### src/rtl/e128m_pkg.sv
// ----------------------------------------------------------------------------
// e128m_pkg
// Types, constants and segment tables for the excess-128 to mu-law resampler.
// ----------------------------------------------------------------------------
package e128m_pkg;

    localparam int FRACTION_BITS     = 16;
    localparam int INC_W             = 20;
    localparam int DATA_W            = 8;
    localparam int RESET_IN_RATE     = 11000;
    localparam int OUT_RATE          = 8000;
    localparam int RUN_CAP           = 64;
    localparam int CNT_W             = $clog2(RUN_CAP);
    localparam int MAG_W             = 13;

    // upper bound (exclusive) of each segment's magnitude
    localparam logic [MAG_W-1:0] SEG_TOP [8] = '{
        13'd32, 13'd96, 13'd224, 13'd480, 13'd992, 13'd2016, 13'd4064, 13'd8160
    };
    // lower bound of each segment's magnitude
    localparam logic [MAG_W-1:0] SEG_BASE [8] = '{
        13'd0, 13'd32, 13'd96, 13'd224, 13'd480, 13'd992, 13'd2016, 13'd4064
    };

    localparam logic [DATA_W-1:0] CODE_CLIP = 8'h80;

    typedef enum logic [1:0] {
        ST_IDLE,
        ST_SUB,
        ST_ADD,
        ST_OUT
    } state_t;

    typedef enum logic [1:0] {
        ACC_NONE,
        ACC_SUB,
        ACC_ADD
    } acc_op_t;

    typedef struct packed {
        logic le_zero;   // adder result <= 0
    } acc_stat_t;

endpackage

### src/rtl/e128m_enc.sv
// ----------------------------------------------------------------------------
// e128m_enc
// Segmented mu-law encoder for one excess-128 byte.
// ----------------------------------------------------------------------------
module e128m_enc (
    input  logic [e128m_pkg::DATA_W-1:0] sample_byte,
    output logic [e128m_pkg::DATA_W-1:0] ulaw_code
);

    always_comb begin
        logic signed [8:0]               diff;
        logic                            neg;
        logic [7:0]                      mag_b;
        logic [e128m_pkg::MAG_W-1:0]     mag;
        logic [e128m_pkg::MAG_W-1:0]     rel;
        logic [e128m_pkg::MAG_W-1:0]     q;
        logic [2:0]                      seg;
        logic                            found;
        logic [e128m_pkg::DATA_W-1:0]    code;

        diff  = 9'sd128 - signed'({1'b0, sample_byte});
        neg   = diff[8];
        mag_b = neg ? 8'(-diff) : diff[7:0];
        mag   = {1'b0, mag_b, 4'b0000};

        found = 1'b0;
        seg   = 3'd0;
        for (int s = 0; s < 8; s++) begin
            if (!found && (mag < e128m_pkg::SEG_TOP[s])) begin
                found = 1'b1;
                seg   = 3'(s);
            end
        end

        // step of segment s is 2 << s
        rel  = mag - e128m_pkg::SEG_BASE[seg];
        q    = rel >> ({1'b0, seg} + 4'd1);
        code = found ? {4'hF - {1'b0, seg}, 4'hF - q[3:0]} : e128m_pkg::CODE_CLIP;
        if (neg) begin
            code[7] = 1'b0;
        end
        ulaw_code = code;
    end

endmodule

### src/rtl/e128m_acc.sv
// ----------------------------------------------------------------------------
// e128m_acc
// Rate accumulator with its single shared adder: subtract one, add increment.
// ----------------------------------------------------------------------------
module e128m_acc #(
    parameter int FRACTION_BITS = e128m_pkg::FRACTION_BITS,
    parameter int ACC_W         = e128m_pkg::INC_W + 2
) (
    input  logic                          aclk,
    input  logic                          aresetn,
    input  e128m_pkg::acc_op_t            op,
    input  logic [e128m_pkg::INC_W-1:0]   rate_increment,
    output e128m_pkg::acc_stat_t          stat
);

    localparam int IW = e128m_pkg::INC_W;
    localparam logic signed [ACC_W-1:0] ONE_Q =
        {{(ACC_W-1){1'b0}}, 1'b1} << FRACTION_BITS;
    localparam logic [IW-1:0] MIN_INC = {{(IW-1){1'b0}}, 1'b1} << (FRACTION_BITS - 6);

    logic signed [ACC_W-1:0] acc_reg;
    logic signed [ACC_W-1:0] acc_next;
    logic signed [ACC_W-1:0] operand;
    logic signed [ACC_W-1:0] sum;
    logic        [IW-1:0]    inc_eff;

    // clamp small increments so a run never exceeds the cap
    assign inc_eff = (rate_increment < MIN_INC) ? MIN_INC : rate_increment;

    always_comb begin
        case (op)
            e128m_pkg::ACC_SUB: operand = -ONE_Q;
            e128m_pkg::ACC_ADD: operand = signed'({{(ACC_W-IW){1'b0}}, inc_eff});
            default:            operand = '0;
        endcase
        sum      = acc_reg + operand;
        acc_next = (op == e128m_pkg::ACC_NONE) ? acc_reg : sum;
    end

    assign stat.le_zero = sum[ACC_W-1] || (sum == '0);

    always_ff @(posedge aclk) begin
        if (!aresetn) begin
            acc_reg <= ONE_Q;
        end else begin
            acc_reg <= acc_next;
        end
    end

endmodule

### src/rtl/e128m_ctrl.sv
// ----------------------------------------------------------------------------
// e128m_ctrl
// Sequencer: takes a word, steps the accumulator and issues the repeats.
// ----------------------------------------------------------------------------
module e128m_ctrl (
    input  logic                          aclk,
    input  logic                          aresetn,
    input  logic                          s_tvalid,
    output logic                          s_tready,
    input  logic [e128m_pkg::DATA_W-1:0]  enc_code,
    output logic                          m_tvalid,
    input  logic                          m_tready,
    output logic [e128m_pkg::DATA_W-1:0]  m_tdata,
    output logic                          m_tlast,
    output e128m_pkg::acc_op_t            op,
    input  e128m_pkg::acc_stat_t          stat
);

    localparam int CW = e128m_pkg::CNT_W;

    e128m_pkg::state_t              state_reg, state_next;
    logic [e128m_pkg::DATA_W-1:0]   code_reg, code_next;
    logic                           last_reg, last_next;
    logic [CW-1:0]                  cnt_reg, cnt_next;

    always_comb begin
        state_next = state_reg;
        case (state_reg)
            e128m_pkg::ST_IDLE: if (s_tvalid) state_next = e128m_pkg::ST_SUB;
            e128m_pkg::ST_SUB: begin
                state_next = stat.le_zero ? e128m_pkg::ST_ADD : e128m_pkg::ST_IDLE;
            end
            e128m_pkg::ST_ADD:  state_next = e128m_pkg::ST_OUT;
            e128m_pkg::ST_OUT: begin
                if (m_tready) begin
                    state_next = last_reg ? e128m_pkg::ST_IDLE : e128m_pkg::ST_ADD;
                end
            end
            default:            state_next = e128m_pkg::ST_IDLE;
        endcase
    end

    always_comb begin
        s_tready = 1'b0;
        m_tvalid = 1'b0;
        op       = e128m_pkg::ACC_NONE;
        case (state_reg)
            e128m_pkg::ST_IDLE: s_tready = 1'b1;
            e128m_pkg::ST_SUB:  op       = e128m_pkg::ACC_SUB;
            e128m_pkg::ST_ADD:  op       = e128m_pkg::ACC_ADD;
            e128m_pkg::ST_OUT:  m_tvalid = 1'b1;
            default:            op       = e128m_pkg::ACC_NONE;
        endcase
    end

    always_comb begin
        code_next = code_reg;
        last_next = last_reg;
        cnt_next  = cnt_reg;
        if (state_reg == e128m_pkg::ST_IDLE && s_tvalid) begin
            code_next = enc_code;
            cnt_next  = '0;
        end
        if (state_reg == e128m_pkg::ST_ADD) begin
            // end the run once the accumulator turns positive or the cap is hit
            last_next = !stat.le_zero || (cnt_reg == {CW{1'b1}});
            cnt_next  = cnt_reg + 1'b1;
        end
    end

    always_ff @(posedge aclk) begin
        if (!aresetn) begin
            state_reg <= e128m_pkg::ST_IDLE;
            cnt_reg   <= '0;
            last_reg  <= 1'b0;
        end else begin
            state_reg <= state_next;
            cnt_reg   <= cnt_next;
            last_reg  <= last_next;
        end
    end

    always_ff @(posedge aclk) begin
        code_reg <= code_next;
    end

    assign m_tdata = code_reg;
    assign m_tlast = last_reg;

endmodule

### src/rtl/excess128_to_mulaw_resampler.sv
// ----------------------------------------------------------------------------
// excess128_to_mulaw_resampler
// Excess-128 bytes in, segmented mu-law codes out, resampled to 8000/s.
// ----------------------------------------------------------------------------
//  channel   direction  tdata                    tlast
//  s_        in         [7:0] sample_byte        -
//  m_        out        [7:0] ulaw_code          last_of_run
//  cfg_wr_   in         [19:0] rate_increment    -
//
//  A word passes ST_IDLE and ST_SUB (subtract one); if the sum is positive it
//  is dropped, else each repeat is ST_ADD then ST_OUT, which stalls on m_.
//  s_tready is high only while idle; no new word enters during a run.
//  Reset (synchronous, active low) sets the accumulator to 1.0 and the
//  increment to 11000/8000.
// ----------------------------------------------------------------------------
module excess128_to_mulaw_resampler #(
    parameter int FRACTION_BITS = e128m_pkg::FRACTION_BITS
) (
    input  logic                          aclk,
    input  logic                          aresetn,
    input  logic                          s_tvalid,
    output logic                          s_tready,
    input  logic [7:0]                    s_tdata,     // [7:0] sample_byte
    output logic                          m_tvalid,
    input  logic                          m_tready,
    output logic [7:0]                    m_tdata,     // [7:0] ulaw_code
    output logic                          m_tlast,
    input  logic                          cfg_wr_en,
    input  logic [e128m_pkg::INC_W-1:0]   cfg_wr_data  // [19:0] rate_increment
);

    localparam int IW    = e128m_pkg::INC_W;
    localparam int ACC_W = ((FRACTION_BITS > IW) ? FRACTION_BITS : IW) + 2;
    localparam longint RESET_FULL =
        (longint'(e128m_pkg::RESET_IN_RATE) << FRACTION_BITS) / e128m_pkg::OUT_RATE;
    localparam logic [IW-1:0] RESET_INC = RESET_FULL[IW-1:0];

    logic [IW-1:0]                 inc_reg;
    logic [e128m_pkg::DATA_W-1:0]  enc_code;
    e128m_pkg::acc_op_t            op;
    e128m_pkg::acc_stat_t          stat;

    always_ff @(posedge aclk) begin
        if (!aresetn) begin
            inc_reg <= RESET_INC;
        end else if (cfg_wr_en) begin
            inc_reg <= cfg_wr_data;
        end
    end

    e128m_enc u_enc (
        .sample_byte (s_tdata),
        .ulaw_code   (enc_code)
    );

    e128m_acc #(
        .FRACTION_BITS (FRACTION_BITS),
        .ACC_W         (ACC_W)
    ) u_acc (
        .aclk           (aclk),
        .aresetn        (aresetn),
        .op             (op),
        .rate_increment (inc_reg),
        .stat           (stat)
    );

    e128m_ctrl u_ctrl (
        .aclk     (aclk),
        .aresetn  (aresetn),
        .s_tvalid (s_tvalid),
        .s_tready (s_tready),
        .enc_code (enc_code),
        .m_tvalid (m_tvalid),
        .m_tready (m_tready),
        .m_tdata  (m_tdata),
        .m_tlast  (m_tlast),
        .op       (op),
        .stat     (stat)
    );

endmodule

### config.mk
export PLATFORM = sky130hd
export DESIGN_NAME = excess128_to_mulaw_resampler
export DESIGN_NICKNAME = d
export VERILOG_FILES = /design/src/rtl/e128m_pkg.sv /design/src/rtl/e128m_enc.sv /design/src/rtl/e128m_acc.sv /design/src/rtl/e128m_ctrl.sv /design/src/rtl/excess128_to_mulaw_resampler.sv
export SDC_FILE = /design/constraint.sdc
export NUM_CORES = 1
export LEC_CHECK = 0
export ABC_AREA = 1
export ABC_CLOCK_PERIOD_IN_PS = 4400
export BUFFER_PORTS_ARGS = -buffer_cell sky130_fd_sc_hd__buf_4
export CAP_MARGIN = 5
export CORE_MARGIN = 4
export CORE_UTILIZATION = 60
export CTS_CLUSTER_SIZE = 25
export DETAILED_ROUTE_END_ITERATION = 16
export HOLD_SLACK_MARGIN = 0.02
export PLACE_DENSITY = 0.8
export RECOVER_POWER = 50
export SKIP_CTS_REPAIR_TIMING = 1
export SYNTH_ARGS = -nofsm -noshare
export SYNTH_HDL_FRONTEND = slang
export SYNTH_HIERARCHICAL = 1
export SYNTH_SLANG_ARGS = --single-unit
### constraint.sdc
create_clock -name aclk -period 4.4 [get_ports aclk]
set_clock_uncertainty 0.2 [all_clocks]
set_input_delay 0.88 -clock aclk [delete_from_list [all_inputs] [get_ports aclk]]
set_output_delay 0.88 -clock aclk [all_outputs]
set_load 0.02 [all_outputs]
==> impl_metrics.ini, run 1 <==
[setup_path]
slowest_delay_ns = 0.42
critical-path-slowest-cell = fa_1
rr_worst_depth = 21
cpMostUsedCell = nand2_1
cp_max_fo = 4
regToRegEndpoint = u_ctrl/m_tlast
end_kind = flop
rrSetupSlack_ns = 0.44
crit_family = simple AND/OR/NAND/NOR gates
startpoint_type = primary input
worst-setup-path-type = in2reg
arrival_ns = 3.94
cp.buffers_inverters = 6
required_ns = 4.30
r2r_start = u_ctrl/state_reg[0]

[cells_and_area]
num_antenna_cells = 0
drive_gt1_frac = 0.114
layout_commonest_cell = nand2_1
largest_reg_flops = 22
fin_nets = 987
area_delta_synth_final_pct = 12.1
mostFrequentLayoutCells = nand2_1 (295), inv_1 (135), nor2_1 (116)

[global_route]
antenna_found_initial = 0
grt_pass1_wl_mm = 22.6
gr-total-overflow = 0
grt_pass1_vias = 5247
grt_max_degree = 43
grt.total_usage = 0.270

[clocking]
clk_latency_ns = 0.34
cts_max_level = 3
numCtsBuffers = 9
cts_sinks = 59
path_clk_slew_ns = 0.07
cts_root_buffer = clkbuf_8
clk_path_buf_depth = 2
tritoncts = done

[power_and_ir_drop]
p_sw_uw = 675
leakage_uw = 0.00327
pwr-share-seq = 0.350
ir_drop_mv = 0.246
clkPwrFrac = 0.300
p_sw_frac = 0.359
p_int_uw = 1200
pwr-share-comb = 0.350
powerDensity_nw_per_um2 = 326

[routing]
drt_iter0_drc = 338
wl_per_cell_um = 12.7
drt_pre_antenna_iters = 5
vias = 5402
via_per_inst = 5.25
drcViolationCount = 0
antenna_left = 0
wl_mm = 13.0

[sta]
tightest_slew_ns = 1.77
setup_tns_ns = 0
fin_ws_ns = 0.362
finalHoldViolCount = 0
period_needed_ns = 4.04
drv_slew = 43
finalSetupViolations = 0
rsz0062_at_grt = no
fmaxAchievable_mhz = 248
slew_headroom = -0.181
timing.final.crit_share = 0.918

[flow_run]
maxCapViolCount = 1

[logic_synthesis]
synth_top_family_by_area = simple AND/OR/NAND/NOR gates
synth-seq-cells = 59
synthMuxAreaShare = 0
synth-simple-area-share = 0.452
ys_warn_count = 6
synthAdderAreaFrac = 0.0905
postSynthCellCount = 873
post_synth.cell_area_avg_sq_um = 5.89
synth_xor_area_frac = 0.0168
synth_edf_count = 8
synthArstFlopShare = 0
synth_compound_area_frac = 0.0715
synth-main-ff-cell = dfxtp_1
syn_area_sq_um = 5140
synth_nets = 942
ys_seq_area_frac = 0.245
synth.distinct_cells = 40

[floorplanning]
coreArea_sq_um = 8260
die_area_sq_um = 10100
initial_utilization = 0.623
num_rows = 33
die_y_um = 101
ios = 44
fp.dieW_um = 101

[place]
place_congestion = 0.996
io_buffers = 43
pre_cts_ws_ns = -0.0346
dp.final_hpwl_mm = 10.2

[outcome]
status = finished with violations
failed_checks = capacitance limit, slew limit

[min_path]
hp-start = inc_reg[9]
whs_path_depth = 2
min_to = inc_reg[9]
hold_path_class = reg2reg
==> final cells by class <==
type	instances	area [sq um]
Tap cell	105	131
Clock buffer	12	155
Sequential cell	59	1260
Timing Repair Buffer	47	334
Clock inverter	4	73.8
Fill cell	765	2490
Multi-Input combinational cell	653	3250
Inverter	148	557
==> cell usage after synthesis, types with 5 or more instances <==
cell type    n  area, sq um
a21oi_1     25          125
dfxtp_1     51         1020
edfxtp_1     8          240
ha_1        34          425
inv_1      135          507
inv_2        9         33.8
nand2_1    295         1110
nand2_2     14         87.6
nand3_1     65          325
nand3b_1     5         37.5
nand4_1     16          100
nor2_1     116          435
nor2_2      11         68.8
nor3_1       7         35.0
o211ai_1    11         82.6
o21ai_0     25          125
xor2_1       5         43.8
==> layer usage <==
metal / vias up / wire length [um] / GRT usage
li1: 2796 / - / -
met1: 2431 / 5630 / 0.328
met2: 152 / 6530 / 0.487
met3: 23 / 686 / 0.0388
met4: 0 / 185 / 0.0850
met5: - / 0 / 0
==> power by group through the flow <==
stage	sequential (uW)	combinational, uW	clock [uW]
floorplan	673	463	0
global placement	664	618	0
detailed placement	666	639	0
CTS	656	645	575
global route	664	741	603
finish	657	656	564
==> per-stage QoR <==
stage | utilization | hold WS (ns) | power [uW] | instance area, sq um | cells
floorplan | - | 0.249 | 1140 | 5140 | 873
global placement | 0.672 | 0.259 | 1280 | 5550 | 1012
detailed placement | 0.672 | 0.265 | 1300 | 5550 | 1012
CTS | 0.700 | 0.273 | 1880 | 5780 | 1028
global route | 0.698 | 0.301 | 2010 | 5760 | 1028
finish | 0.698 | 0.273 | 1880 | 5760 | 1028
==> logic make-up (layout without fill, tap and decap cells) <==
kind of cell	count (synthesis)	after routing
and+or+nand+nor	542	542
DFF	59	59
xor gates and xnor gates	9	9
AOI/OAI and AO/OA	66	66
buffers and inverters	161	211
adders and majority gates	36	36
==> worst max path at each step <==
stage                          start                 to  slack, ns  cells past startpoint
after global placement    s_tdata[1]  u_ctrl/m_tdata[2]       0.20                     26
after detailed placement  s_tdata[1]  u_ctrl/m_tdata[2]      -0.03                     26
after CTS                 s_tdata[1]  u_ctrl/m_tdata[2]       0.33                     26
after floorplan           s_tdata[0]  u_ctrl/m_tdata[2]       0.43                     25
final                     s_tdata[1]  u_ctrl/m_tdata[2]       0.36                     26
after global routing      s_tdata[1]  u_ctrl/m_tdata[3]       0.02                     26
==> worst min-delay path: cells and delay by family (launching register included) <==
kind | cells | cell delay, ns
flip-flops | 1 | 0.31
AND/OR/NAND/NOR | 2 | 0.13
Power figures use the tool's default switching activity.
==> inputs of run 2 (changes only) <==
--- a/config.mk
+++ b/config.mk
@@ -7,14 +7,14 @@
 export LEC_CHECK = 0
 export ABC_AREA = 1
 export ABC_CLOCK_PERIOD_IN_PS = 4400
-export BUFFER_PORTS_ARGS = -buffer_cell sky130_fd_sc_hd__buf_4
 export CAP_MARGIN = 5
 export CORE_MARGIN = 4
 export CORE_UTILIZATION = 60
 export CTS_CLUSTER_SIZE = 25
 export DETAILED_ROUTE_END_ITERATION = 16
+export DONT_BUFFER_PORTS = 1
 export HOLD_SLACK_MARGIN = 0.02
-export PLACE_DENSITY = 0.8
+export PLACE_DENSITY = 0.76
 export RECOVER_POWER = 50
 export SKIP_CTS_REPAIR_TIMING = 1
 export SYNTH_ARGS = -nofsm -noshare
==> run 2 against run 1 <==
Against the previous run:
- the flow now finishes without violations
- worst setup slack better by 0.027 ns
- sequential share of layout area up 1.3 points
- wire length down 7.4%
- critical endpoint is now u_ctrl/m_tdata[3]
==> impl_metrics.ini, run 2 (synthesized netlist as in run 1, its figures left out) <==
[outcome]
status = complete, no violations

[power_and_ir_drop]
powerDensity_nw_per_um2 = 332
pwr-share-seq = 0.374
p_sw_uw = 662
p_sw_frac = 0.367
ir_drop_mv = 0.187
p_int_uw = 1140
clkPwrFrac = 0.311
leakage_uw = 0.00307
pwr-share-comb = 0.315

[floorplanning]
initial_utilization = 0.623
num_rows = 33
die_area_sq_um = 10100
fp.dieW_um = 101
die_y_um = 101
coreArea_sq_um = 8260
ios = 44

[sta]
setup_tns_ns = 0
finalHoldViolCount = 0
hold_slack_ns = 0.272
fmaxAchievable_mhz = 249
rsz0062_at_grt = no
period_needed_ns = 4.01
finalSetupViolations = 0
timing.final.crit_share = 0.911
drv_slew = 0
tightest_slew_ns = 0.961
slew_headroom = 0.359

[setup_path]
r2r_start = u_ctrl/state_reg[0]
rrSetupSlack_ns = 0.46
critical-path-slowest-cell = ha_1
required_ns = 4.30
crit_chain = inv_2, ha_1, inv_2, nor2_1, nand4_1, nand2_1, o21ai_0, nand2_1, nand2_1, nand3_1, inv_1, ha_1, nand2_1, o21ai_0, a21oi_1, o21ai_0, xor2_1, nand4_1, nand3_1, nand2_1, nand2_1, nand2_1
end_kind = flop
cpMostUsedCell = nand2_1
startpoint_type = primary input
slowest_delay_ns = 0.36
rr_worst_depth = 21
cp.buffers_inverters = 3
cp_max_fo = 10
worst-setup-path-type = in2reg
arrival_ns = 3.91
crit_family = simple AND/OR/NAND/NOR gates
regToRegEndpoint = u_ctrl/m_tlast

[min_path]
hp-start = inc_reg[0]
whs_path_depth = 2
min_to = inc_reg[0]
hold_path_class = reg2reg

[place]
io_buffers = 0
dp.final_hpwl_mm = 9.66
place_congestion = 1.03

[cells_and_area]
mostFrequentLayoutCells = nand2_1 (296), inv_1 (135), nor2_1 (116)
largest_reg_flops = 22
drive_gt1_frac = 0.0751
fin_nets = 943
num_antenna_cells = 0
area_delta_synth_final_pct = 5.77
layout_commonest_cell = nand2_1

[routing]
wl_per_cell_um = 12.3
via_per_inst = 5.23
vias = 5151
antenna_left = 0
drcViolationCount = 0
drt_pre_antenna_iters = 5
wl_mm = 12.1
drt_iter0_drc = 189

[flow_run]
maxCapViolCount = 0

[global_route]
grt_max_degree = 43
grt.total_usage = 0.251
gr-total-overflow = 0
grt_pass1_wl_mm = 21.0
antenna_found_initial = 0
grt_pass1_vias = 4849

[clocking]
numCtsBuffers = 9
path_clk_slew_ns = 0.07
clk_latency_ns = 0.35
cts_max_level = 3
clk_path_buf_depth = 2
tritoncts = done
cts_sinks = 59
cts_root_buffer = clkbuf_8
[run 2: power groups by stage]
| stage | logic [uW] | clock network [uW] | registers (uW) |
|---|---|---|---|
| 2_1_floorplan | 463 | 0 | 673 |
| 4_1_cts | 562 | 573 | 674 |
| 3_3_place_gp | 548 | 0 | 684 |
| 5_1_grt | 651 | 597 | 682 |
| 3_5_place_dp | 559 | 0 | 685 |
| 6_report | 568 | 561 | 675 |
[run 2: worst max path at each step]
stage               cells past startpoint  startpoint  slack (ns)                 to
floorplan                              25  s_tdata[0]        0.43  u_ctrl/m_tdata[2]
global placement                       26  s_tdata[0]        0.21  u_ctrl/m_tdata[3]
detailed placement                     24  s_tdata[0]        0.08  u_ctrl/m_tdata[2]
CTS                                    25  s_tdata[0]        0.45  u_ctrl/m_tdata[2]
global route                           25  s_tdata[0]        0.02  u_ctrl/m_tdata[2]
finish                                 22  s_tdata[0]        0.39  u_ctrl/m_tdata[3]
[run 2: worst min-delay path, cell delays in order, from the launching register on]
cell and delay [ns]:
dfxtp_1 0.31, nor2_1 0.08, nor2_1 0.05
[run 2: metal layers]
layer  track usage  vias to the layer above  routed length [um]
li1              -                     2718                   -
met4        0.0756                        0                 245
met1         0.320                     2310                5470
met2         0.425                      105                5730
met3        0.0533                       18                 626
met5             0                        -                   0
[run 2: cell type report]
| cell class | count | area (sq um) |
|---|---|---|
| Tap cell | 105 | 131 |
| Fill cell | 809 | 2820 |
| Clock inverter | 7 | 100 |
| Sequential cell | 59 | 1260 |
| Clock buffer | 9 | 124 |
| Multi-Input combinational cell | 653 | 3240 |
| Timing Repair Buffer | 3 | 22.5 |
| Inverter | 148 | 557 |
[run 2: per-stage QoR]
stage                      util  total power (uW)  instances  instance area, sq um  setup WS, ns
final                     0.659              1800        984                  5440         0.390
after global routing      0.659              1930        984                  5440        0.0159
after CTS                 0.659              1810        984                  5440         0.447
after detailed placement  0.632              1240        968                  5220        0.0767
after global placement    0.632              1230        968                  5220         0.206
after floorplan               -              1140        873                  5140         0.430
